===== src/hdl/stlpq_pkg.sv =====
`default_nettype none

package stlpq_pkg;

    // Queue geometry
    localparam int QUEUE_DEPTH = 16;
    localparam int TAG_BITS    = 16;
    localparam int CNT_W       = $clog2(QUEUE_DEPTH + 1);

    // Fixed field widths
    localparam int TAG_PORT_W = 16;
    localparam int AGE_W      = 8;
    localparam int LVL_W      = 2;
    localparam int STAT_W     = 2;
    localparam int CNT_PORT_W = 5;

    // Request codes
    localparam logic OP_INSERT = 1'b0;
    localparam logic OP_REMOVE = 1'b1;

    // Levels
    localparam logic [LVL_W-1:0] LVL_NONE  = 2'd0;
    localparam logic [LVL_W-1:0] LVL_ONE   = 2'd1;
    localparam logic [LVL_W-1:0] LVL_TWO   = 2'd2;
    localparam logic [LVL_W-1:0] LVL_THREE = 2'd3;

    // Result status codes
    typedef enum logic [STAT_W-1:0] {
        ST_DONE  = 2'd0,
        ST_EMPTY = 2'd1,
        ST_FULL  = 2'd2
    } t_status;

    // One held entry
    typedef struct packed {
        logic [TAG_BITS-1:0] tag;
        logic [AGE_W-1:0]    age;
        logic [LVL_W-1:0]    level;
    } t_entry;

    // Broadcast control to every cell
    typedef struct packed {
        logic   insert;
        logic   remove;
        t_entry item;
    } t_cell_ctrl;

endpackage

`default_nettype wire


===== src/hdl/stable_three_level_priority_queue.sv =====
`default_nettype none

// Channel   Handshake        Payload
// -------   --------------   -------------------------------------------------
// request   start / busy     i_opcode, i_item_tag, i_item_age, i_item_priority
// result    o_strobe         o_status, o_removed_*, o_head_*, o_count_*
//
// A request is taken at any edge with start high; busy stays low, so one
// request per cycle is sustained. The result strobes in the cycle after the
// request: the row of cells updates every slot at that same edge.
// Synchronous active-low reset empties the queue and clears the counts.
// The receiver cannot stall; each result shows for exactly one cycle.

module stable_three_level_priority_queue
    import stlpq_pkg::*;
(
    input  wire logic                  i_clk,
    input  wire logic                  i_rst_n,
    input  wire logic                  start,
    output logic                       busy,
    input  wire logic                  i_opcode,
    input  wire logic [TAG_PORT_W-1:0] i_item_tag,
    input  wire logic [AGE_W-1:0]      i_item_age,
    input  wire logic [LVL_W-1:0]      i_item_priority,
    output logic                       o_strobe,
    output logic [STAT_W-1:0]          o_status,
    output logic [TAG_PORT_W-1:0]      o_removed_tag,
    output logic [AGE_W-1:0]           o_removed_age,
    output logic [LVL_W-1:0]           o_removed_priority,
    output logic                       o_head_valid,
    output logic [TAG_PORT_W-1:0]      o_head_tag,
    output logic [LVL_W-1:0]           o_head_priority,
    output logic [CNT_PORT_W-1:0]      o_count_total,
    output logic [CNT_PORT_W-1:0]      o_count_level_one,
    output logic [CNT_PORT_W-1:0]      o_count_level_two,
    output logic [CNT_PORT_W-1:0]      o_count_level_three
);

    t_cell_ctrl ctrl;
    t_entry     cell_entry    [QUEUE_DEPTH];
    logic       cell_valid    [QUEUE_DEPTH];
    logic       cell_displace [QUEUE_DEPTH];

    logic       accept;
    logic       full;
    logic       empty;
    logic [31:0] tag_in_wide;
    logic [31:0] tag_rm_wide;
    logic [31:0] tag_hd_wide;

    logic [CNT_W-1:0] r_cnt_total;
    logic [CNT_W-1:0] n_cnt_total;
    logic [CNT_W-1:0] r_cnt_lvl [3];
    logic [CNT_W-1:0] n_cnt_lvl [3];

    logic                  r_strobe;
    t_status               r_status;
    t_status               n_status;
    logic [TAG_PORT_W-1:0] r_removed_tag;
    logic [AGE_W-1:0]      r_removed_age;
    logic [LVL_W-1:0]      r_removed_priority;

    assign busy   = 1'b0;
    assign accept = start && !busy;
    assign full   = cell_valid[QUEUE_DEPTH-1];
    assign empty  = !cell_valid[0];

    // Build the broadcast item; a level of zero counts as most urgent
    assign tag_in_wide = 32'(i_item_tag);
    always_comb begin
        ctrl.item.tag   = tag_in_wide[TAG_BITS-1:0];
        ctrl.item.age   = i_item_age;
        ctrl.item.level = (i_item_priority == LVL_NONE) ? LVL_ONE : i_item_priority;
        ctrl.insert     = accept && (i_opcode == OP_INSERT) && !full;
        ctrl.remove     = accept && (i_opcode == OP_REMOVE) && !empty;
    end

    // Row of cells, head at index zero
    for (genvar g = 0; g < QUEUE_DEPTH; g++) begin : g_cell
        t_entry left_entry;
        logic   left_valid;
        logic   left_displace;
        t_entry right_entry;
        logic   right_valid;

        if (g == 0) begin : g_head
            assign left_entry    = cell_entry[0];
            assign left_valid    = 1'b0;
            assign left_displace = 1'b0;
        end else begin : g_mid
            assign left_entry    = cell_entry[g-1];
            assign left_valid    = cell_valid[g-1];
            assign left_displace = cell_displace[g-1];
        end

        if (g == QUEUE_DEPTH - 1) begin : g_tail
            assign right_entry = cell_entry[g];
            assign right_valid = 1'b0;
        end else begin : g_body
            assign right_entry = cell_entry[g+1];
            assign right_valid = cell_valid[g+1];
        end

        stlpq_cell u_cell (
            .i_clk           (i_clk),
            .i_rst_n         (i_rst_n),
            .i_ctrl          (ctrl),
            .i_left_entry    (left_entry),
            .i_left_valid    (left_valid),
            .i_left_displace (left_displace),
            .i_right_entry   (right_entry),
            .i_right_valid   (right_valid),
            .o_entry         (cell_entry[g]),
            .o_valid         (cell_valid[g]),
            .o_displace      (cell_displace[g])
        );
    end

    // Advance counts and pick the status
    always_comb begin
        n_cnt_total = r_cnt_total;
        for (int k = 0; k < 3; k++) begin
            n_cnt_lvl[k] = r_cnt_lvl[k];
        end
        n_status = ST_DONE;
        if (ctrl.insert) begin
            n_cnt_total = r_cnt_total + 1'b1;
            case (ctrl.item.level)
                LVL_TWO:   n_cnt_lvl[1] = r_cnt_lvl[1] + 1'b1;
                LVL_THREE: n_cnt_lvl[2] = r_cnt_lvl[2] + 1'b1;
                default:   n_cnt_lvl[0] = r_cnt_lvl[0] + 1'b1;
            endcase
        end else if (ctrl.remove) begin
            n_cnt_total = r_cnt_total - 1'b1;
            case (cell_entry[0].level)
                LVL_ONE:   n_cnt_lvl[0] = r_cnt_lvl[0] - 1'b1;
                LVL_TWO:   n_cnt_lvl[1] = r_cnt_lvl[1] - 1'b1;
                LVL_THREE: n_cnt_lvl[2] = r_cnt_lvl[2] - 1'b1;
                default:   n_cnt_lvl[0] = r_cnt_lvl[0];
            endcase
        end else if (accept) begin
            n_status = (i_opcode == OP_INSERT) ? ST_FULL : ST_EMPTY;
        end
    end

    // Hold counts and the result strobe
    always_ff @(posedge i_clk) begin
        if (!i_rst_n) begin
            r_cnt_total <= '0;
            for (int k = 0; k < 3; k++) begin
                r_cnt_lvl[k] <= '0;
            end
            r_strobe <= 1'b0;
        end else begin
            r_cnt_total <= n_cnt_total;
            for (int k = 0; k < 3; k++) begin
                r_cnt_lvl[k] <= n_cnt_lvl[k];
            end
            r_strobe <= accept;
        end
    end

    // Capture the status and the removed head on each accepted request; zero when nothing leaves
    assign tag_rm_wide = 32'(cell_entry[0].tag);
    always_ff @(posedge i_clk) begin
        if (accept) begin
            r_status <= n_status;
            if (ctrl.remove) begin
                r_removed_tag      <= tag_rm_wide[TAG_PORT_W-1:0];
                r_removed_age      <= cell_entry[0].age;
                r_removed_priority <= cell_entry[0].level;
            end else begin
                r_removed_tag      <= '0;
                r_removed_age      <= '0;
                r_removed_priority <= LVL_NONE;
            end
        end
    end

    // Drive result ports; head comes straight from the first cell
    assign tag_hd_wide = 32'(cell_entry[0].tag);
    always_comb begin
        o_strobe            = r_strobe;
        o_status            = r_status;
        o_removed_tag       = r_removed_tag;
        o_removed_age       = r_removed_age;
        o_removed_priority  = r_removed_priority;
        o_head_valid        = cell_valid[0];
        o_head_tag          = cell_valid[0] ? tag_hd_wide[TAG_PORT_W-1:0] : '0;
        o_head_priority     = cell_valid[0] ? cell_entry[0].level : LVL_NONE;
        o_count_total       = CNT_PORT_W'(r_cnt_total);
        o_count_level_one   = CNT_PORT_W'(r_cnt_lvl[0]);
        o_count_level_two   = CNT_PORT_W'(r_cnt_lvl[1]);
        o_count_level_three = CNT_PORT_W'(r_cnt_lvl[2]);
    end

endmodule

`default_nettype wire


===== src/hdl/stlpq_cell.sv =====
`default_nettype none

module stlpq_cell
    import stlpq_pkg::*;
(
    input  wire logic       i_clk,
    input  wire logic       i_rst_n,
    input  wire t_cell_ctrl i_ctrl,
    input  wire t_entry     i_left_entry,
    input  wire logic       i_left_valid,
    input  wire logic       i_left_displace,
    input  wire t_entry     i_right_entry,
    input  wire logic       i_right_valid,
    output t_entry          o_entry,
    output logic            o_valid,
    output logic            o_displace
);

    t_entry r_entry;
    t_entry n_entry;
    logic   r_valid;
    logic   n_valid;

    // This slot yields to the new item when empty or less urgent
    assign o_displace = !r_valid || (r_entry.level > i_ctrl.item.level);

    // Pick next content: shift right, take the item, or shift left
    always_comb begin
        n_entry = r_entry;
        n_valid = r_valid;
        if (i_ctrl.insert) begin
            if (i_left_displace) begin
                n_entry = i_left_entry;
                n_valid = i_left_valid;
            end else if (o_displace) begin
                n_entry = i_ctrl.item;
                n_valid = 1'b1;
            end
        end else if (i_ctrl.remove) begin
            n_entry = i_right_entry;
            n_valid = i_right_valid;
        end
    end

    // Hold payload without reset
    always_ff @(posedge i_clk) begin
        r_entry <= n_entry;
    end

    // Clear occupancy on reset
    always_ff @(posedge i_clk) begin
        if (!i_rst_n) begin
            r_valid <= 1'b0;
        end else begin
            r_valid <= n_valid;
        end
    end

    assign o_entry = r_entry;
    assign o_valid = r_valid;

endmodule

`default_nettype wire

===== config.mk =====
export PLATFORM = sky130hd
export DESIGN_NAME = stable_three_level_priority_queue
export DESIGN_NICKNAME = d
export VERILOG_FILES = /design/src/hdl/stlpq_pkg.sv /design/src/hdl/stable_three_level_priority_queue.sv /design/src/hdl/stlpq_cell.sv
export SDC_FILE = /design/constraint.sdc
export NUM_CORES = 1
export LEC_CHECK = 0
export ABC_AREA = 1
export ABC_CLOCK_PERIOD_IN_PS = 5350
export BUFFER_PORTS_ARGS = -buffer_cell sky130_fd_sc_hd__buf_4
export CELL_PAD_IN_SITES_DETAIL_PLACEMENT = 1
export CELL_PAD_IN_SITES_GLOBAL_PLACEMENT = 1
export CORE_MARGIN = 5
export CORE_UTILIZATION = 35
export CTS_CLUSTER_SIZE = 25
export DETAILED_ROUTE_END_ITERATION = 7
export PLACE_DENSITY = 0.74
export SYNTH_ARGS = -nofsm -noshare
export SYNTH_HDL_FRONTEND = slang
export SYNTH_SLANG_ARGS = --single-unit
export TNS_END_PERCENT = 50

===== constraint.sdc =====
create_clock -name i_clk -period 5.35 [get_ports i_clk]
set_clock_uncertainty 0.05 [all_clocks]
set_input_delay 1.07 -clock i_clk [delete_from_list [all_inputs] [get_ports i_clk]]
set_output_delay 1.07 -clock i_clk [all_outputs]
set_load 0.05 [all_outputs]

; Word level (Yosys, flattened, before mapping)
; Memories as Yosys holds them, arrays and structs flattened.
; Index checks and enable logic that the tools add are counted.
[totals]
output_inout_bits = 69
ff_bits = 466
in_bits = 30
mem_count = 1
word_cells = 321
ramBits = 15
[op_classes]
n_mux = 143
order_cmp = 16
reduce_logical = 58
n_eq_ne = 21
bitwise_logic = 4
n_addsub = 8
[memory_table]
columns = memory, words, word_bits, read_ports, rd_ports_with_merged_regs, wr, line
row1 = r_cnt_lvl, 3, 5, 3, 0, 3, stable_three_level_priority_queue.sv:53  ; logic [CNT_W-1:0] r_cnt_lvl [3];
[op_table]
columns = cell, n
row1 = 26-bit 2-to-1 mux, 61
row2 = 1-bit 2-to-1 mux, 65
row3 = 5-bit 2-to-1 mux, 11
row4 = 3-bit by 1-bit inequality test with 1-bit output (second input constant), 15
row5 = 2-bit AND reduction, 17
row6 = 2-bit > comparator, 16
row7 = 15-bit 2-to-1 mux, 2
row8 = 5-bit by 1-bit adder with 5-bit output (second input constant), 4
row9 = 5-bit by 1-bit subtractor with 5-bit output (second input constant), 4
row10 = 1-bit zero test, 16
row11 = 1-bit logical OR, 16
row12 = 16-bit 2-to-1 mux, 1
row13 = 2-bit equality test (second input constant), 4
row14 = 2-bit 2-to-1 mux, 3
row15 = 1-bit logical AND, 4
row16 = 2-bit nonzero test, 2
row17 = 2-bit OR reduction, 2
row18 = 1-bit OR, 3
row19 = 2-bit by 1-bit equality test with 1-bit output (second input constant), 1
row20 = 2-bit zero test, 1
row21 = 2-bit by 1-bit inequality test with 1-bit output (second input constant), 1
row22 = 1-bit inverter, 1

; Logic depth before layout (Yosys ltp)
[depth]
depth_word = 7
depth_mapped = 16
ltp_nobuf = 14

; Modules after synthesis
; From an unflattened synthesis, not the netlist that was laid out.
[hier_totals]
cells_unflattened = 2942
area_unflattened_um2 = 25867.3
[modules_own_cells]
columns = mod, seq_area_each_um2, area_per_inst_um2, cells_each, instances
row1 = stlpq_cell, 800.8, 1453.9, 164, 16
row2 = stable_three_level_priority_queue, 1261.2, 2605.0, 318, 1

; Least setup slack after synthesis
; No wires, ideal clock.
[synth_timing]
kind = input -> register
start = input i_item_priority[1]
end = register g_cell[3].u_cell.r_entry, in the netlist g_cell[3].u_cell.o_entry[0], enable pin
path_slack_ns = 0.448
cell_stages = 8
arrival_ns = 4.405
n_path_buf = 1
setup_ns = 0.448
required_ns = 4.852
cell_sequence = buf_4 -> inv_2 -> nor2_1 -> inv_1 -> ha_1 -> nand2_1 -> a21oi_1 -> o21ai_0
[synth_via]
elab_chain_len = 6
word_cells_on_any_way = 8
classes_between = order compare: 2 / eq/ne: 1 / mux: 1 / reduce/logical: 4
[synth_rtl]
columns = item, line
row1 = "start, declared", stable_three_level_priority_queue.sv:24  ; input wire logic [LVL_W-1:0] i_item_priority,
row2 = 2-bit zero test, stable_three_level_priority_queue.sv:73  ; ctrl.item.level = (i_item_priority == LVL_NONE) ? LVL_ONE : i_item_priority;
row3 = 2-bit 2-to-1 mux (*), stable_three_level_priority_queue.sv:73
row4 = 2-bit > comparator, stlpq_cell.sv:25  ; assign o_displace = !r_valid || (r_entry.level > i_ctrl.item.level);
row5 = 1-bit logical OR, stlpq_cell.sv:25
row6 = 3-bit by 1-bit inequality test with 1-bit output (no source line) (*), n/a
row7 = 2-bit AND reduction (no source line) (*), n/a
row8 = "end signal, assigned", stlpq_cell.sv:47  ; r_entry <= n_entry;
row9 = "end, declared", stlpq_cell.sv:19  ; t_entry r_entry;
; Every way passes the cells marked *; elsewhere a longest branch is shown, timed or not.
; A chain may end at the register's enable or synchronous reset.

; Final worst setup path
[layout_timing]
start = input i_item_priority[1]
end = register g_cell[9].u_cell.r_entry, in the netlist g_cell[9].u_cell.o_entry[21], enable pin
[layout_via]
elab_chain_len = 6
word_cells_on_any_way = 8
classes_between = order compare: 2 / eq/ne: 1 / mux: 1 / reduce/logical: 4
[layout_rtl]
columns = item, line
row1 = 2-bit zero test, stable_three_level_priority_queue.sv:73
row2 = 2-bit 2-to-1 mux (*), stable_three_level_priority_queue.sv:73
row3 = 2-bit > comparator, stlpq_cell.sv:25
row4 = 1-bit logical OR, stlpq_cell.sv:25
row5 = 3-bit by 1-bit inequality test with 1-bit output (no source line) (*), n/a
row6 = 2-bit AND reduction (no source line) (*), n/a
row7 = "end signal, assigned", stlpq_cell.sv:47
row8 = "end, declared", stlpq_cell.sv:19
; Marked as above.

==> results.cfg <==
[die]
die_width_um = 280
core-area_sq_um = 72700
ios = 99
die_y_um = 280
start_util = 0.352
die-area_sq_um = 78600
row_count = 99

[grt]
use_met3 = 0.0236
use_met1 = 0.263
grt_max_degree = 177
grt.busiest_layer = met2
overflow = 0
grt_antenna_before_repair = 0
grt_pass1_wl_mm = 114
grt_util_all_layers = 0.177
use_met2 = 0.281
grt_pass1_vias = 20536

[synthesis]
synth_area_per_cell_sq_um = 8.27
yosysSeqAreaShare = 0.550
synth_top_area_cell = edfxtp_1
synth_area_leaders = edfxtp_1, nand2_1, o21ai_0, inv_1, nor2_1
ys.flop_type = edfxtp_1
syn_nets = 3169
synth_seq_cells = 481
syn_inst = 3093
async_flop_share = 0
synth_edf_count = 444
syn_area_sq_um = 25600
ys_warn_count = 0
synth_most_common_cell = nand2_1
yosysTopAreaCellShare = 0.522
ys_types = 28
synth_commonest_cells = nand2_1, o21ai_0, edfxtp_1

[pwr]
p_comb_frac = 0.152
vdd_drop_max_mv = 0.245
p_switching_mw = 2.73
pwr-share-seq = 0.483
p_int_mw = 6.95
p_leak_nw = 12.5
power_switching_share = 0.282
powerDensity_nw_per_um2 = 336
pwr-share-clk = 0.365

[route]
remaining_drc_errors = 0
firstDrtPassIters = 5
drtAntennaViolNets = 0
first_iter_violations = 1480
wirelength_mm = 71.0
routedWlPerCell_um = 17.3
via_per_inst = 4.96
vias = 20281

[critical_path]
reg2reg_depth = 8
crit_fanout = 27
endpoint_kind = flop
rr_endpoint = g_cell[9].u_cell.o_entry[21]$_DFFE_PP_
worst-r2r-setup-slack_ps = 2690
r2r-start = g_cell[9].u_cell.o_entry[1]$_DFFE_PP_
crit_type = input port to flop
worst_ep_arrival_time_ps = 3580
critPathLaunchType = input port
required_ps = 5530
critPathSlowestCell = a21oi_4
worst_path_largest_cell_delay_ps = 730
crit_chain = buf_4 -> inv_2 -> nor2_1 -> buf_4 -> inv_1 -> ha_1 -> nand2_1 -> nand2_1 -> nand2_1 -> buf_4 -> inv_1 -> a21oi_4

[sta]
setup_viol_count_final = 0
maxSlewViolCount = 0
fin_ws_ps = 1960
hold_viol = 0
rsz0062_at_grt = false
fin_crit_ps = 3390
tightest_slew_ps = 1120
slew_headroom = 0.252
tns_ps = 0
clock.fmax_mhz = 295
layout_worst_path_cycle_share = 0.634

[layout]
diodes = 0
layout-drive-gt1-share = 0.0776
fin_area_sq_um = 28900
fin_util = 0.397
nNetsFinal = 3172
syn_to_final_growth_pct = 12.9

[placement]
post-place-ws_ps = 1290
io_buffers = 97
postPlaceCellArea_sq_um = 27200
hpwl_mm = 49.9
gp_congestion = 0.773

[worst_hold_path]
hp-start = r_cnt_lvl[0][4]$_SDFFE_PN0P_
hold_depth = 2
min_to = r_cnt_lvl[0][4]$_SDFFE_PN0P_
min_path_type = flop to flop

[run_status]
status = completed

[clocking]
clkSinkCount = 481
post-cts-setup-buffers = 0
tritoncts.num_buffers = 53
htreeDepth = 2
clockRootBuffer = clkbuf_16
clk_pin_slew_worst_paths_ps = 60
clock_path_buffers = 3
holdBufCountCts = 0
cts_resized = 0
cts_tree = yes
clock_latency_ps = 630

[flow_run]
cap_violations = 0
-- metrics by stage --
| step | cells | power, mW | hold WS, ps |
|---|---|---|---|
| finish | 4092 | 9.68 | 457 |
| global route | 4092 | 10.2 | 483 |
| CTS | 4092 | 9.80 | 454 |
| detailed placement | 4000 | 6.22 | 444 |
| global placement | 4000 | 6.16 | 443 |
| floorplan | 3093 | 5.73 | 413 |
-- worst max-delay path: cells and delay by family --
family / cells / cell delay [ps]
buffers and inverters: 6 / 1170
AND/OR/NAND/NOR: 4 / 260
adder cells (fa/ha/maj): 1 / 310
AO/OA/AOI/OAI: 1 / 730
-- per-layer routing --
metal  vias up  part of all wire
li1      10101                 -
met4         0             0.012
met1      9726              0.50
met2       395              0.44
met3        59             0.047
met5         -                 0
-- state kept, by name, summed over array words and instances, names as in the netlist --
register,count
o_strobe,1
o_removed_priority,2
o_count_total,5
g_cell.u_cell.o_valid,16
o_removed_age,8
r_cnt_lvl,15
o_removed_tag,16
o_status,2
g_cell.u_cell.o_entry,416
-- worst max-delay path by stage --
stage                       start                                      end  slack [ps]  cells after the start
2_1_floorplan  i_item_priority[1]    g_cell[3].u_cell.o_entry[0]$_DFFE_PP_         450                      8
3_3_place_gp   i_item_priority[1]   g_cell[10].u_cell.o_entry[8]$_DFFE_PP_        1360                     12
3_5_place_dp   i_item_priority[1]   g_cell[10].u_cell.o_entry[8]$_DFFE_PP_        1290                     12
4_1_cts        i_item_priority[1]  g_cell[10].u_cell.o_entry[24]$_DFFE_PP_        1940                     12
5_1_grt        i_item_priority[1]    g_cell[2].u_cell.o_entry[7]$_DFFE_PP_        1690                     14
6_report       i_item_priority[1]   g_cell[9].u_cell.o_entry[21]$_DFFE_PP_        1960                     12
-- cell families (layout without fill, tap and decap cells) --
family                     after synthesis  after routing  synth area share
AOI/OAI and AO/OA                      650            650             0.131
xor gates and xnor gates                 8              8           0.00274
adders and majority gates               46             46            0.0237
buffers and inverters                  547            587            0.0839
DFF                                    481            481             0.550
other                                    1              1          0.000147
and+or+nand+nor                       1360           1360             0.208
-- power groups by stage --
stage / combinational [mW] / clock, mW / sequential, mW
after floorplan: 0.944 / 0 / 4.78
after global placement: 1.42 / 0 / 4.74
after detailed placement: 1.47 / 0 / 4.75
after CTS: 1.48 / 3.64 / 4.67
after global routing: 1.67 / 3.78 / 4.71
final: 1.47 / 3.54 / 4.67
-- cell usage in the layout, fill, tap and decap left out, types with 2 or more instances in the layout --
cell type,n
o22ai_1,2
clkinvlp_4,2
ha_1,42
buf_12,7
nand2_2,2
o21ai_1,26
fa_1,4
dfxtp_1,37
inv_1,342
clkbuf_16,53
nand3_1,144
nand2_1,1001
clkinv_1,15
o21a_1,3
o21ai_0,517
buf_4,141
bufinv_16,4
clkinv_2,9
nor2_2,4
clkinv_8,2
inv_2,2
clkbuf_1,9
a21oi_2,6
edfxtp_1,444
a21oi_4,6
nor2_1,205
a21oi_1,55
o21bai_1,9
a21boi_0,25
xor2_1,7
-- cell type report --
cell class	count	area, sq um
Tap cell	959	1200
Fill cell	8581	43900
Sequential cell	481	14100
Clock inverter	30	267
Inverter	347	1300
Clock buffer	62	1360
Timing Repair Buffer	148	1200
Multi-Input combinational cell	2065	9460
Note: power is estimated with default switching activity, not from simulation.
